[config.mk]
export PLATFORM = sky130hd
export DESIGN_NAME = stuffed_frame_deserializer_core_flat
export DESIGN_NICKNAME = d
export VERILOG_FILES = /design/src/sfd_pkg.sv /design/src/sfd_if.sv /design/src/sfd_front.sv /design/src/sfd_queue.sv /design/src/sfd_back.sv /design/src/stuffed_frame_deserializer_core.sv /design/src/flat_wrapper.sv
export VERILOG_INCLUDE_DIRS = /design/src /design/src/src
export SDC_FILE = /design/constraint.sdc
export NUM_CORES = 1
export LEC_CHECK = 0
export BUFFER_PORTS_ARGS = -buffer_cell sky130_fd_sc_hd__buf_2
export CORE_ASPECT_RATIO = 0.8
export CORE_MARGIN = 4
export CORE_UTILIZATION = 50
export CTS_CLUSTER_SIZE = 8
export DETAILED_ROUTE_END_ITERATION = 12
export PLACE_DENSITY_LB_ADDON = 0.2
export REMOVE_ABC_BUFFERS = 1
export SLEW_MARGIN = 20
export SYNTH_ARGS = -nofsm -noshare
export SYNTH_HDL_FRONTEND = slang
export SYNTH_SLANG_ARGS = --single-unit
[constraint.sdc]
create_clock -name clk -period 2.6 [get_ports clk]
set_input_delay 0.65 -clock clk [delete_from_list [all_inputs] [get_ports clk]]
set_output_delay 0.65 -clock clk [all_outputs]
set_load 0.01 [all_outputs]
[src/stuffed_frame_deserializer_core_macros.svh]
// assertion helpers shared by the deserializer modules
// each expects clk and rst_n to be visible in the module that uses it
`ifndef STUFFED_FRAME_DESERIALIZER_CORE_MACROS_SVH
`define STUFFED_FRAME_DESERIALIZER_CORE_MACROS_SVH

// same-cycle implication, checked outside reset
`define SFD_ASSERT_NOW(label, ante, cons) \
  label: assert property (@(posedge clk) disable iff (!rst_n) (ante) |-> (cons)) \
    else $error("sfd assertion failed");

// next-cycle implication, checked outside reset
`define SFD_ASSERT_NEXT(label, ante, cons) \
  label: assert property (@(posedge clk) disable iff (!rst_n) (ante) |=> (cons)) \
    else $error("sfd assertion failed");

`endif

[src/sfd_pkg.sv]
`default_nettype none

package sfd_pkg;

  // line coding
  localparam logic [7:0] START_BYTE  = 8'h55;
  localparam logic [7:0] ESCAPE_BYTE = 8'hAA;
  localparam logic [7:0] ESC_CODE_55 = 8'h05;
  localparam logic [7:0] ESC_CODE_AA = 8'h0A;

  // crc-8, msb first
  localparam logic [7:0] CRC_PRESET = 8'hFF;
  localparam logic [7:0] CRC_POLY   = 8'h1D;

  // result kinds
  localparam logic [1:0] KIND_DATA    = 2'd0;
  localparam logic [1:0] KIND_GOOD    = 2'd1;
  localparam logic [1:0] KIND_BAD_CRC = 2'd2;

  // decoded byte queue between front and back
  localparam int SFD_QUEUE_DEPTH = 2;

  typedef struct packed {
    logic [1:0] kind;
    logic [7:0] data_byte;
  } sfd_result_t;

  // one byte through the crc register, eight shift steps
  function automatic logic [7:0] sfd_crc8_update(input logic [7:0] crc, input logic [7:0] b);
    logic [7:0] c;
    c = crc ^ b;
    for (int i = 0; i < 8; i++) begin
      c = c[7] ? ((c << 1) ^ CRC_POLY) : (c << 1);
    end
    return c;
  endfunction

endpackage

`default_nettype wire

[src/sfd_if.sv]
`default_nettype none

// raw line byte channel
interface sfd_in_if;
  logic       valid;
  logic       ready;
  logic [7:0] rx_byte;

  modport source (output valid, output rx_byte, input ready);
  modport sink (input valid, input rx_byte, output ready);
endinterface

// decoded result channel
interface sfd_out_if;
  logic       valid;
  logic       ready;
  logic [1:0] kind;
  logic [7:0] data_byte;

  modport source (output valid, output kind, output data_byte, input ready);
  modport sink (input valid, input kind, input data_byte, output ready);
endinterface

`default_nettype wire

[src/sfd_front.sv]
`default_nettype none

module sfd_front (
  input  wire logic       clk,
  input  wire logic       rst_n,
  input  wire logic       in_valid,
  input  wire logic [7:0] in_rx_byte,
  output logic            in_ready,
  output logic            push_valid,
  output logic [7:0]      push_byte,
  input  wire logic       push_ready
);
  import sfd_pkg::*;

  logic esc_pending_r;
  logic esc_pending_nxt;
  logic is_escape;
  logic in_take;

  // a bare escape byte is swallowed here and never queued
  assign is_escape  = !esc_pending_r && (in_rx_byte == ESCAPE_BYTE);
  assign in_ready   = push_ready;
  assign in_take    = in_valid && in_ready;
  assign push_valid = in_valid && !is_escape;

  // unstuff the byte after an escape
  always_comb begin
    push_byte = in_rx_byte;
    if (esc_pending_r) begin
      if (in_rx_byte == ESC_CODE_55) begin
        push_byte = START_BYTE;
      end else if (in_rx_byte == ESC_CODE_AA) begin
        push_byte = ESCAPE_BYTE;
      end
    end
  end

  // escape flag follows each transfer
  always_comb begin
    esc_pending_nxt = esc_pending_r;
    if (in_take) begin
      esc_pending_nxt = is_escape;
    end
  end

  always_ff @(posedge clk) begin
    if (!rst_n) begin
      esc_pending_r <= 1'b0;
    end else begin
      esc_pending_r <= esc_pending_nxt;
    end
  end

endmodule

`default_nettype wire

[src/sfd_queue.sv]
`default_nettype none
`include "stuffed_frame_deserializer_core_macros.svh"

module sfd_queue #(
  parameter int DEPTH = sfd_pkg::SFD_QUEUE_DEPTH
) (
  input  wire logic       clk,
  input  wire logic       rst_n,
  input  wire logic       push_valid,
  input  wire logic [7:0] push_byte,
  output logic            push_ready,
  output logic            pop_valid,
  output logic [7:0]      pop_byte,
  input  wire logic       pop_ready
);
  import sfd_pkg::*;

  localparam int PTR_W = $clog2(DEPTH);
  localparam int CNT_W = $clog2(DEPTH + 1);
  localparam logic [PTR_W-1:0] LAST_PTR = PTR_W'(DEPTH - 1);
  localparam logic [CNT_W-1:0] FULL_CNT = CNT_W'(DEPTH);

  logic [7:0]       mem_r [DEPTH];
  logic [PTR_W-1:0] wr_ptr_r, wr_ptr_nxt;
  logic [PTR_W-1:0] rd_ptr_r, rd_ptr_nxt;
  logic [CNT_W-1:0] count_r, count_nxt;
  logic             push;
  logic             pop;

  assign push_ready = (count_r != FULL_CNT);
  assign pop_valid  = (count_r != '0);
  assign pop_byte   = mem_r[rd_ptr_r];
  assign push       = push_valid && push_ready;
  assign pop        = pop_valid && pop_ready;

  // pointer and fill bookkeeping
  always_comb begin
    wr_ptr_nxt = wr_ptr_r;
    rd_ptr_nxt = rd_ptr_r;
    count_nxt  = count_r;
    if (push) begin
      wr_ptr_nxt = (wr_ptr_r == LAST_PTR) ? '0 : wr_ptr_r + 1'b1;
    end
    if (pop) begin
      rd_ptr_nxt = (rd_ptr_r == LAST_PTR) ? '0 : rd_ptr_r + 1'b1;
    end
    if (push && !pop) begin
      count_nxt = count_r + 1'b1;
    end else if (pop && !push) begin
      count_nxt = count_r - 1'b1;
    end
  end

  always_ff @(posedge clk) begin
    if (!rst_n) begin
      wr_ptr_r <= '0;
      rd_ptr_r <= '0;
      count_r  <= '0;
    end else begin
      wr_ptr_r <= wr_ptr_nxt;
      rd_ptr_r <= rd_ptr_nxt;
      count_r  <= count_nxt;
    end
  end

  // storage, no reset
  always_ff @(posedge clk) begin
    if (push) begin
      mem_r[wr_ptr_r] <= push_byte;
    end
  end

  `SFD_ASSERT_NOW(a_count_bounded, 1'b1, count_r <= FULL_CNT)
  `SFD_ASSERT_NEXT(a_pop_drains, pop && !push, count_r == $past(count_r) - 1'b1)

endmodule

`default_nettype wire

[src/sfd_back.sv]
`default_nettype none
`include "stuffed_frame_deserializer_core_macros.svh"

module sfd_back (
  input  wire logic             clk,
  input  wire logic             rst_n,
  input  wire logic             q_valid,
  input  wire logic [7:0]       q_byte,
  output logic                  q_ready,
  output logic                  out_valid,
  output sfd_pkg::sfd_result_t  out_res,
  input  wire logic             out_ready
);
  import sfd_pkg::*;

  localparam logic [1:0] PH_HUNT    = 2'd0;
  localparam logic [1:0] PH_LENGTH  = 2'd1;
  localparam logic [1:0] PH_PAYLOAD = 2'd2;
  localparam logic [1:0] PH_CRC     = 2'd3;

  logic [1:0]  phase_r, phase_nxt;
  logic [7:0]  frame_length_r, frame_length_nxt;
  logic [7:0]  byte_count_r, byte_count_nxt;
  logic [7:0]  crc_r, crc_nxt;
  logic        out_valid_r, out_valid_nxt;
  sfd_result_t res_r, res_nxt;
  logic        q_pop;
  logic [7:0]  cnt_inc;
  logic [7:0]  crc_upd;

  // output register frees up when empty or being drained
  assign q_ready   = !out_valid_r || out_ready;
  assign q_pop     = q_valid && q_ready;
  assign out_valid = out_valid_r;
  assign out_res   = res_r;
  assign cnt_inc   = byte_count_r + 8'd1;
  assign crc_upd   = sfd_crc8_update(crc_r, q_byte);

  // frame state machine, one decoded byte per transfer
  always_comb begin
    phase_nxt        = phase_r;
    frame_length_nxt = frame_length_r;
    byte_count_nxt   = byte_count_r;
    crc_nxt          = crc_r;
    res_nxt          = res_r;
    out_valid_nxt    = out_valid_r && !out_ready;
    if (q_pop) begin
      out_valid_nxt = 1'b0;
      case (phase_r)
        PH_HUNT: begin
          if (q_byte == START_BYTE) begin
            phase_nxt      = PH_LENGTH;
            byte_count_nxt = 8'd0;
            crc_nxt        = CRC_PRESET;
          end
        end
        PH_LENGTH: begin
          frame_length_nxt = q_byte;
          crc_nxt          = crc_upd;
          phase_nxt        = (q_byte != 8'd0) ? PH_PAYLOAD : PH_CRC;
        end
        PH_PAYLOAD: begin
          crc_nxt           = crc_upd;
          byte_count_nxt    = cnt_inc;
          if (cnt_inc >= frame_length_r) begin
            phase_nxt = PH_CRC;
          end
          out_valid_nxt     = 1'b1;
          res_nxt.kind      = KIND_DATA;
          res_nxt.data_byte = q_byte;
        end
        PH_CRC: begin
          out_valid_nxt     = 1'b1;
          res_nxt.kind      = (crc_r == q_byte) ? KIND_GOOD : KIND_BAD_CRC;
          res_nxt.data_byte = q_byte;
          phase_nxt         = PH_HUNT;
        end
        default: begin
          phase_nxt = PH_HUNT;
        end
      endcase
    end
  end

  always_ff @(posedge clk) begin
    if (!rst_n) begin
      phase_r        <= PH_HUNT;
      frame_length_r <= 8'd0;
      byte_count_r   <= 8'd0;
      crc_r          <= CRC_PRESET;
      out_valid_r    <= 1'b0;
    end else begin
      phase_r        <= phase_nxt;
      frame_length_r <= frame_length_nxt;
      byte_count_r   <= byte_count_nxt;
      crc_r          <= crc_nxt;
      out_valid_r    <= out_valid_nxt;
    end
  end

  // result payload, no reset
  always_ff @(posedge clk) begin
    res_r <= res_nxt;
  end

  `SFD_ASSERT_NEXT(a_crc_ends_frame, q_pop && phase_r == PH_CRC,
                   out_valid_r && res_r.kind != KIND_DATA && phase_r == PH_HUNT)
  `SFD_ASSERT_NEXT(a_crc_idle_hold, !q_pop, $stable(crc_r) && $stable(phase_r))
  `SFD_ASSERT_NOW(a_kind_legal, out_valid_r,
                  res_r.kind == KIND_DATA || res_r.kind == KIND_GOOD || res_r.kind == KIND_BAD_CRC)

endmodule

`default_nettype wire

[src/stuffed_frame_deserializer_core.sv]
// Byte-stuffed frame receiver with CRC-8 check.
// in_ch carries one raw line byte per transfer (rx_byte). 0xAA escapes the
// next byte (0x05 -> 0x55, 0x0A -> 0xAA); decoded 0x55 opens a frame, then
// come a length byte, that many payload bytes and a CRC-8 byte (poly 0x1D,
// preset 0xFF per frame, over length and payload).
// out_ch carries one result per payload byte (kind 0, decoded byte) and one
// per CRC byte (kind 1 good or kind 2 bad, with the received CRC byte).
// Escapes, hunt bytes and the length byte give no result.
// Throughput: one raw byte per cycle while out_ch is not stalled, set by the
// FSM and CRC update in the back end. A transferred byte passes the queue
// register, then the result register, before it can leave out_ch.
// A stalled out_ch fills the decoded byte queue (QUEUE_DEPTH entries), after
// which in_ch.ready drops; a waiting result holds steady until taken.
// Reset (rst_n low, synchronous) clears the queue and returns to hunting
// with no escape pending and no result pending.
`default_nettype none

module stuffed_frame_deserializer_core #(
  parameter int QUEUE_DEPTH = sfd_pkg::SFD_QUEUE_DEPTH
) (
  input  wire logic clk,
  input  wire logic rst_n,
  sfd_in_if.sink    in_ch,
  sfd_out_if.source out_ch
);
  import sfd_pkg::*;

  logic        f_push_valid;
  logic [7:0]  f_push_byte;
  logic        f_push_ready;
  logic        q_valid;
  logic [7:0]  q_byte;
  logic        q_ready;
  sfd_result_t res;

  // unstuffing front end
  sfd_front u_front (
    .clk        (clk),
    .rst_n      (rst_n),
    .in_valid   (in_ch.valid),
    .in_rx_byte (in_ch.rx_byte),
    .in_ready   (in_ch.ready),
    .push_valid (f_push_valid),
    .push_byte  (f_push_byte),
    .push_ready (f_push_ready)
  );

  // decoded byte queue
  sfd_queue #(
    .DEPTH (QUEUE_DEPTH)
  ) u_queue (
    .clk        (clk),
    .rst_n      (rst_n),
    .push_valid (f_push_valid),
    .push_byte  (f_push_byte),
    .push_ready (f_push_ready),
    .pop_valid  (q_valid),
    .pop_byte   (q_byte),
    .pop_ready  (q_ready)
  );

  // framing and crc back end
  sfd_back u_back (
    .clk       (clk),
    .rst_n     (rst_n),
    .q_valid   (q_valid),
    .q_byte    (q_byte),
    .q_ready   (q_ready),
    .out_valid (out_ch.valid),
    .out_res   (res),
    .out_ready (out_ch.ready)
  );

  assign out_ch.kind      = res.kind;
  assign out_ch.data_byte = res.data_byte;

endmodule

`default_nettype wire

[src/flat_wrapper.sv]
// flat-port wrapper written by rule: the top's interface ports become plain ports
module stuffed_frame_deserializer_core_flat import sfd_pkg::*;
#(
  parameter int QUEUE_DEPTH = sfd_pkg::SFD_QUEUE_DEPTH
)
  (clk, rst_n, in_ch_valid, in_ch_rx_byte, in_ch_ready, out_ch_valid, out_ch_kind, out_ch_data_byte, out_ch_ready);
  sfd_in_if in_ch_i ();
  sfd_out_if out_ch_i ();
  input  wire logic clk;
  input  wire logic rst_n;
  input wire logic [$bits(in_ch_i.valid)-1:0] in_ch_valid;
  input wire logic [$bits(in_ch_i.rx_byte)-1:0] in_ch_rx_byte;
  output wire logic [$bits(in_ch_i.ready)-1:0] in_ch_ready;
  output wire logic [$bits(out_ch_i.valid)-1:0] out_ch_valid;
  output wire logic [$bits(out_ch_i.kind)-1:0] out_ch_kind;
  output wire logic [$bits(out_ch_i.data_byte)-1:0] out_ch_data_byte;
  input wire logic [$bits(out_ch_i.ready)-1:0] out_ch_ready;
  assign in_ch_i.valid = in_ch_valid;
  assign in_ch_i.rx_byte = in_ch_rx_byte;
  assign in_ch_ready = in_ch_i.ready;
  assign out_ch_valid = out_ch_i.valid;
  assign out_ch_kind = out_ch_i.kind;
  assign out_ch_data_byte = out_ch_i.data_byte;
  assign out_ch_i.ready = out_ch_ready;
  stuffed_frame_deserializer_core #(.QUEUE_DEPTH(QUEUE_DEPTH)) u_core (.clk(clk), .rst_n(rst_n), .in_ch(in_ch_i), .out_ch(out_ch_i));
endmodule
# ---- Word level (Yosys, flattened, before mapping)
# Memory sizes are Yosys's and may differ from the RTL's. A register that Yosys moved wholly into a read port is not among the register bits.
# Cells that the tools add are included.
dict set report classes {
  addsub 5
  n_lt_le_gt_ge 1
  n_eq_ne 11
  mux 31
  bitwise 9
  n_reduce_logical 29
}
# op count
set ops {}
lappend ops {{two-way mux 5 bit} 8}
lappend ops {{two-way mux 8 bit} 5}
lappend ops {{inverter 4 bit} 8}
lappend ops {{one-hot mux 8 bit (2 select lines)} 2}
lappend ops {{one-hot mux 10 bit (2 select lines)} 1}
lappend ops {{two-way mux 2 bit} 5}
lappend ops {{nonzero test 2 bit} 5}
lappend ops {{two-way mux 1 bit} 9}
lappend ops {{AND reduction 3 bit} 3}
lappend ops {{adder 8 x 1 -> 8 bit, second input constant} 1}
lappend ops {{== test 8 x 3 -> 1 bit, second input constant} 1}
lappend ops {{== test 8 x 4 -> 1 bit, second input constant} 1}
lappend ops {{== test 8 x 7 -> 1 bit, second input constant} 1}
lappend ops {{== test 8 bit} 1}
lappend ops {{== test 8 bit, second input constant} 1}
lappend ops {{greater-or-equal comparator 8 bit} 1}
lappend ops {{logical AND 1 bit} 8}
lappend ops {{one-hot mux 2 bit (4 select lines)} 1}
lappend ops {{nonzero test 8 bit} 1}
lappend ops {{bitwise XOR 8 bit} 1}
lappend ops {{logical NOT 1 bit} 6}
lappend ops {{inequality test 2 bit, second input constant} 3}
lappend ops {{== test 2 bit, second input constant} 2}
lappend ops {{AND reduction 2 bit} 2}
lappend ops {{7 further kinds} 9}
dict set report word_totals {
  register_bits 42
  mem_bits_rw 16
  in_bits 12
  output_inout_bits 12
  elab_cells 98
  mem_count 1
}
# memory depth word_bits rd rd_ports_with_merged_regs write_ports line
set memory_table {}
lappend memory_table {u_core.u_queue.mem_r 2 8 1 1 1 sfd_queue.sv:23} ;# logic [7:0] mem_r [DEPTH];

# ---- Longest topological paths before layout
dict set report logic_depth {
  ltp_word 18
  mapped_depth 9
  mapped_depth_nobuf 9
}

# ---- By module
# A second synthesis with hierarchy kept.
dict set report unflattened {
  cells_unflattened 281
  area_unflattened_um2 3086.7
}
# module instances cells_per_inst area_per_inst_um2 seq_area_each_um2
set modules_own_cells {}
lappend modules_own_cells {sfd_back 1 208 2099.5 840.8}
lappend modules_own_cells {sfd_queue 1 50 809.5 580.6}
lappend modules_own_cells {sfd_front 1 23 177.7 20.0}

# ---- Worst setup path before layout
# OpenSTA, ideal clock, no wires.
dict set report synth_path {
  path_kind {input to register}
  start {in in_ch_rx_byte[2]}
  end {reg u_core.u_queue.count_r[1]}
  setup_time_ns 0.071
  t_arrival_ns 2.174
  t_required_ns 2.529
  path_slack_ns 0.356
  cell_stages 6
  path_buffers 0
  path_cell_list {nand4bb_1 > o31ai_1 > inv_1 > ha_1 > or3_1 > a21oi_1}
}
dict set report synth_via {
  elab_chain_cells 8
  elab_cells_between_ends 10
  cone_classes {eq/ne (1); mux (1); reduce/logical (8)}
}
# element line
set synth_rtl {}
lappend synth_rtl {{from (decl)} flat_wrapper.sv:12} ;# input wire logic [$bits(in_ch_i.rx_byte)-1:0] in_ch_rx_byte;
lappend synth_rtl {{== test 8 bit (*)} sfd_front.sv:21} ;# assign is_escape = !esc_pending_r && (in_rx_byte == ESCAPE_BYTE);
lappend synth_rtl {{logical AND 1 bit (*)} sfd_front.sv:21}
lappend synth_rtl {{logical NOT 1 bit (*)} sfd_front.sv:24} ;# assign push_valid = in_valid && !is_escape;
lappend synth_rtl {{logical AND 1 bit (*)} sfd_front.sv:24}
lappend synth_rtl {{logical AND 1 bit (*)} sfd_queue.sv:33} ;# assign push = push_valid && push_ready;
lappend synth_rtl {{via u_core.u_queue.push} sfd_queue.sv:27} ;# logic push;
lappend synth_rtl {{logical NOT 1 bit} sfd_queue.sv:49} ;# end else if (pop && !push) begin
lappend synth_rtl {{logical AND 1 bit} sfd_queue.sv:49}
lappend synth_rtl {{nonzero test 2 bit (no line)} n/a}
lappend synth_rtl {{to (signal assigned)} sfd_queue.sv:62} ;# count_r <= count_nxt;
lappend synth_rtl {{to (decl)} sfd_queue.sv:26} ;# logic [CNT_W-1:0] count_r, count_nxt;
# Mark *: on every way through the listed nets, which the timed path passes. The rest lies on a longest branch.
# A chain may end at the register's enable or synchronous reset.

# ---- Worst setup path in the final report
dict set report layout_path {
  start {reg u_core.u_back.byte_count_r[1]}
  end {reg u_core.u_back.phase_r[0]}
}
dict set report layout_via {
  elab_chain_cells 4
}
# element line
set layout_rtl {}
lappend layout_rtl {{from (decl)} sfd_back.sv:23} ;# logic [7:0] byte_count_r, byte_count_nxt;
lappend layout_rtl {{from (signal assigned)} sfd_back.sv:95} ;# byte_count_r <= byte_count_nxt;
lappend layout_rtl {{adder 8 x 1 -> 8 bit} sfd_back.sv:36} ;# assign cnt_inc = byte_count_r + 8'd1;
lappend layout_rtl {{greater-or-equal comparator 8 bit} sfd_back.sv:65} ;# if (cnt_inc >= frame_length_r) begin
lappend layout_rtl {{inequality test 2 bit (no line)} n/a}
lappend layout_rtl {{AND reduction 3 bit (no line)} n/a}
lappend layout_rtl {{to (signal assigned)} sfd_back.sv:93} ;# phase_r <= phase_nxt;
lappend layout_rtl {{to (decl)} sfd_back.sv:21} ;# logic [1:0] phase_r, phase_nxt;
# No other way between the ends.

==> flow_summary.json <==
{
  "comb_power_share": 0.308,
  "cts_buffers": 9,
  "area_growth_pct": 14.1,
  "cp.required_ps": 2820,
  "slew-limit-headroom": 0.528,
  "drtAntennaViolNets": 0,
  "drtIter0Drc": 106,
  "critPathCaptureType": "flop",
  "clkSinkCount": 59,
  "die_w_um": 93.7,
  "vias": 2106,
  "grt_pass1_wl_mm": 9.91,
  "cts_resized": 0,
  "grt_usage": 0.178,
  "max_stage_delay_ps": 410,
  "start_util": 0.528,
  "critPathMostFrequentCell": "ha_1",
  "dieArea_um2": 7170,
  "postCtsHoldBufs": 0,
  "grt-ovfl-total": 0,
  "switchingPower_uw": 806,
  "fin_worst_skew_ps": 7.72,
  "path_clk_slew_ps": 60,
  "gp_congestion": 0.781,
  "layout_commonest_cell": "nor2_1",
  "routedWlPerCell_um": 14.5,
  "io_pins": 24,
  "first_pass_iters": 5,
  "grt_max_degree": 23,
  "core_um2": 5560,
  "p_leak_uw": 0.00127,
  "p_int_uw": 1760,
  "min_period_ps": 2320,
  "post-route-period-util": 0.892,
  "seqPwrFrac": 0.433,
  "clockBufferDepth": 2,
  "ys_seq_area_frac": 0.491,
  "setup_viol": 0,
  "drcViolationCount": 0,
  "rsz0062_at_grt": "false",
  "slew_violations": 0,
  "synth.distinct_cells": 43,
  "nets": 344,
  "cp_slowest_cell": "dfxtp_1",
  "yosysWarnings": 0,
  "tightestPinTransition_ps": 707,
  "dp_hpwl_mm": 4.46,
  "grt_pass1_vias": 2067,
  "clock_latency_ps": 330,
  "crit_path_start_kind": "flop",
  "clkPwrFrac": 0.259,
  "fp-row-count": 24,
  "vias_per_cell": 5.25,
  "ys_ff_latch": 59,
  "crit_family": "adder cells",
  "peakVddDrop_mv": 0.595,
  "status": "finished clean",
  "portBuffers": 23,
  "h-tree-depth": 3,
  "synth_largest_area_cell": "edfxtp_1",
  "power.density_nw_per_um2": 767,
  "final.setup.tns_ps": 0,
  "drv_cap": 0,
  "cts_tree": "done",
  "arrival_ps": 2530,
  "sw_frac_of_total": 0.314,
  "netlist_instances": 282,
  "crit_chain": "ha_1 > nand3_1 > xnor2_1 > ha_1 > and3_1 > o21ai_0 > o21ai_1 > o41a_1 > mux2i_1",
  "post_cts_buffers": 0,
  "yosysTopAreaCellShare": 0.266,
  "cp_max_fo": 5,
  "drive_gt1_frac": 0.189,
  "num_antenna_cells": 0,
  "holdWs_ps": 484,
  "fmax_ghz": 0.431,
  "crit_type": "reg2reg",
  "layout_common_cells": "nor2_1, dfxtp_1, edfxtp_1",
  "p_total_uw": 2570,
  "synthTopCellsByArea": "edfxtp_1, dfxtp_1, xnor2_1, ha_1, nor2_1",
  "antenna_found_initial": 0,
  "fill_cells": 488,
  "hold_path_class": "reg2reg",
  "wl_mm": 5.80,
  "synth.avg_cell_area_um2": 10.4,
  "cp_num_buf_inv": 0,
  "clk_root_buffer_cell": "clkbuf_8",
  "die_h_um": 76.5,
  "hold_violations": 0,
  "mappedNetlistArea_um2": 2940
}
-- through the flow --
step                utilization  worst slack (ps)  cells  instance area [um^2]
global route              0.603               178    401                  3350
finish                    0.603               281    401                  3350
global placement          0.575               321    385                  3200
floorplan                     -               352    273                  2900
detailed placement        0.575               255    385                  3200
CTS                       0.603               302    401                  3350
-- cell usage after synthesis --
cell and instances:
o21ai_1 2, a211oi_1 5, or3_1 1, o41a_1 1, or2_2 4, clkbuf_1 8, buf_2 1, inv_2 1
a311oi_2 1, or4b_1 1, mux2i_1 6, dfxtp_1 33, a21oi_1 12, mux2_2 4, xnor3_1 1, nor2_1 34
nand2b_1 2, o22ai_1 8, inv_1 20, o211ai_1 2, nand4bb_1 1, o31ai_1 2, nor2b_1 3, and2_1 2
and3_1 5, xnor2_1 21, a211oi_4 2, nor3_1 2, nand4_1 2, or4_1 1, a2111oi_2 1, nand3_1 10
nand2_1 14, a21o_1 1, a22oi_1 6, xor2_2 1, nor4_1 3, edfxtp_1 26, o22a_1 1, o21ai_0 4
ha_1 14, a21o_4 1, xor2_1 12
-- tightest hold or removal path, cell delays in order, from the launching register on --
cell,delay [ps]
dfxtp_1,300
inv_1,70
a211oi_1,60
-- power groups by stage --
| stage | registers, uW | clock network (uW) | logic, uW |
|---|---|---|---|
| 3_3_place_gp | 1130 | 0 | 769 |
| 5_1_grt | 1120 | 738 | 874 |
| 2_1_floorplan | 1120 | 0 | 573 |
| 6_report | 1110 | 666 | 791 |
| 4_1_cts | 1110 | 687 | 795 |
| 3_5_place_dp | 1130 | 0 | 787 |
-- sequential cells by signal, indices dropped and copies added, names as in the netlist, named ones only --
signal and flops:
u_core.u_queue.rd_ptr_r 1, u_core.u_back.out_valid 1, u_core.u_queue.wr_ptr_r 1, u_core.u_queue.count_r 2, u_core.u_back.frame_length_r 8, u_core.u_back.crc_r 8, u_core.u_back.byte_count_r 8, u_core.u_back.phase_r 2
u_core.u_back.out_res 10, u_core.u_queue.mem_r 16, u_core.u_front.esc_pending_r 1
-- layer usage --
layer | vias up | share of wire | GRT usage
met2 | 44 | 0.45 | 0.268
li1 | 1065 | - | -
met4 | 0 | 0.011 | 0.0606
met5 | - | 0 | 0
met3 | 8 | 0.044 | 0.0513
met1 | 989 | 0.50 | 0.244
-- layout make-up --
cell class | count | area, um^2 | share of cell area
sequential | 59 | 1440 | 0.430
multi-input combinational | 193 | 1380 | 0.412
timing repair buffer | 34 | 198 | 0.0590
clock buffer | 12 | 135 | 0.0403
tap | 78 | 97.6 | 0.0291
inverter | 21 | 78.8 | 0.0235
clock inverter | 4 | 18.8 | 0.00560
-- cells by family after synthesis --
kind of cell | share of synthesized area
DFF | 0.491
buffers and inverters | 0.0388
xor gates and xnor gates | 0.112
muxes | 0.0358
AOI/OAI and AO/OA | 0.124
and+or+nand+nor | 0.139
adders and majority gates | 0.0597
-- worst paths after layout --
path	slack [ps]	cells after the start	endpoint	start
worst max register to register	280	9	u_core.u_back.phase_r[0]	u_core.u_back.byte_count_r[1]
worst min-delay path	480	2	u_core.u_back.frame_length_r[2]	u_core.u_back.frame_length_r[2]
worst min register to register	480	2	u_core.u_back.frame_length_r[2]	u_core.u_back.frame_length_r[2]
worst max-delay path	280	9	u_core.u_back.phase_r[0]	u_core.u_back.byte_count_r[1]
No activity file was read; power rests on OpenSTA's default activity.
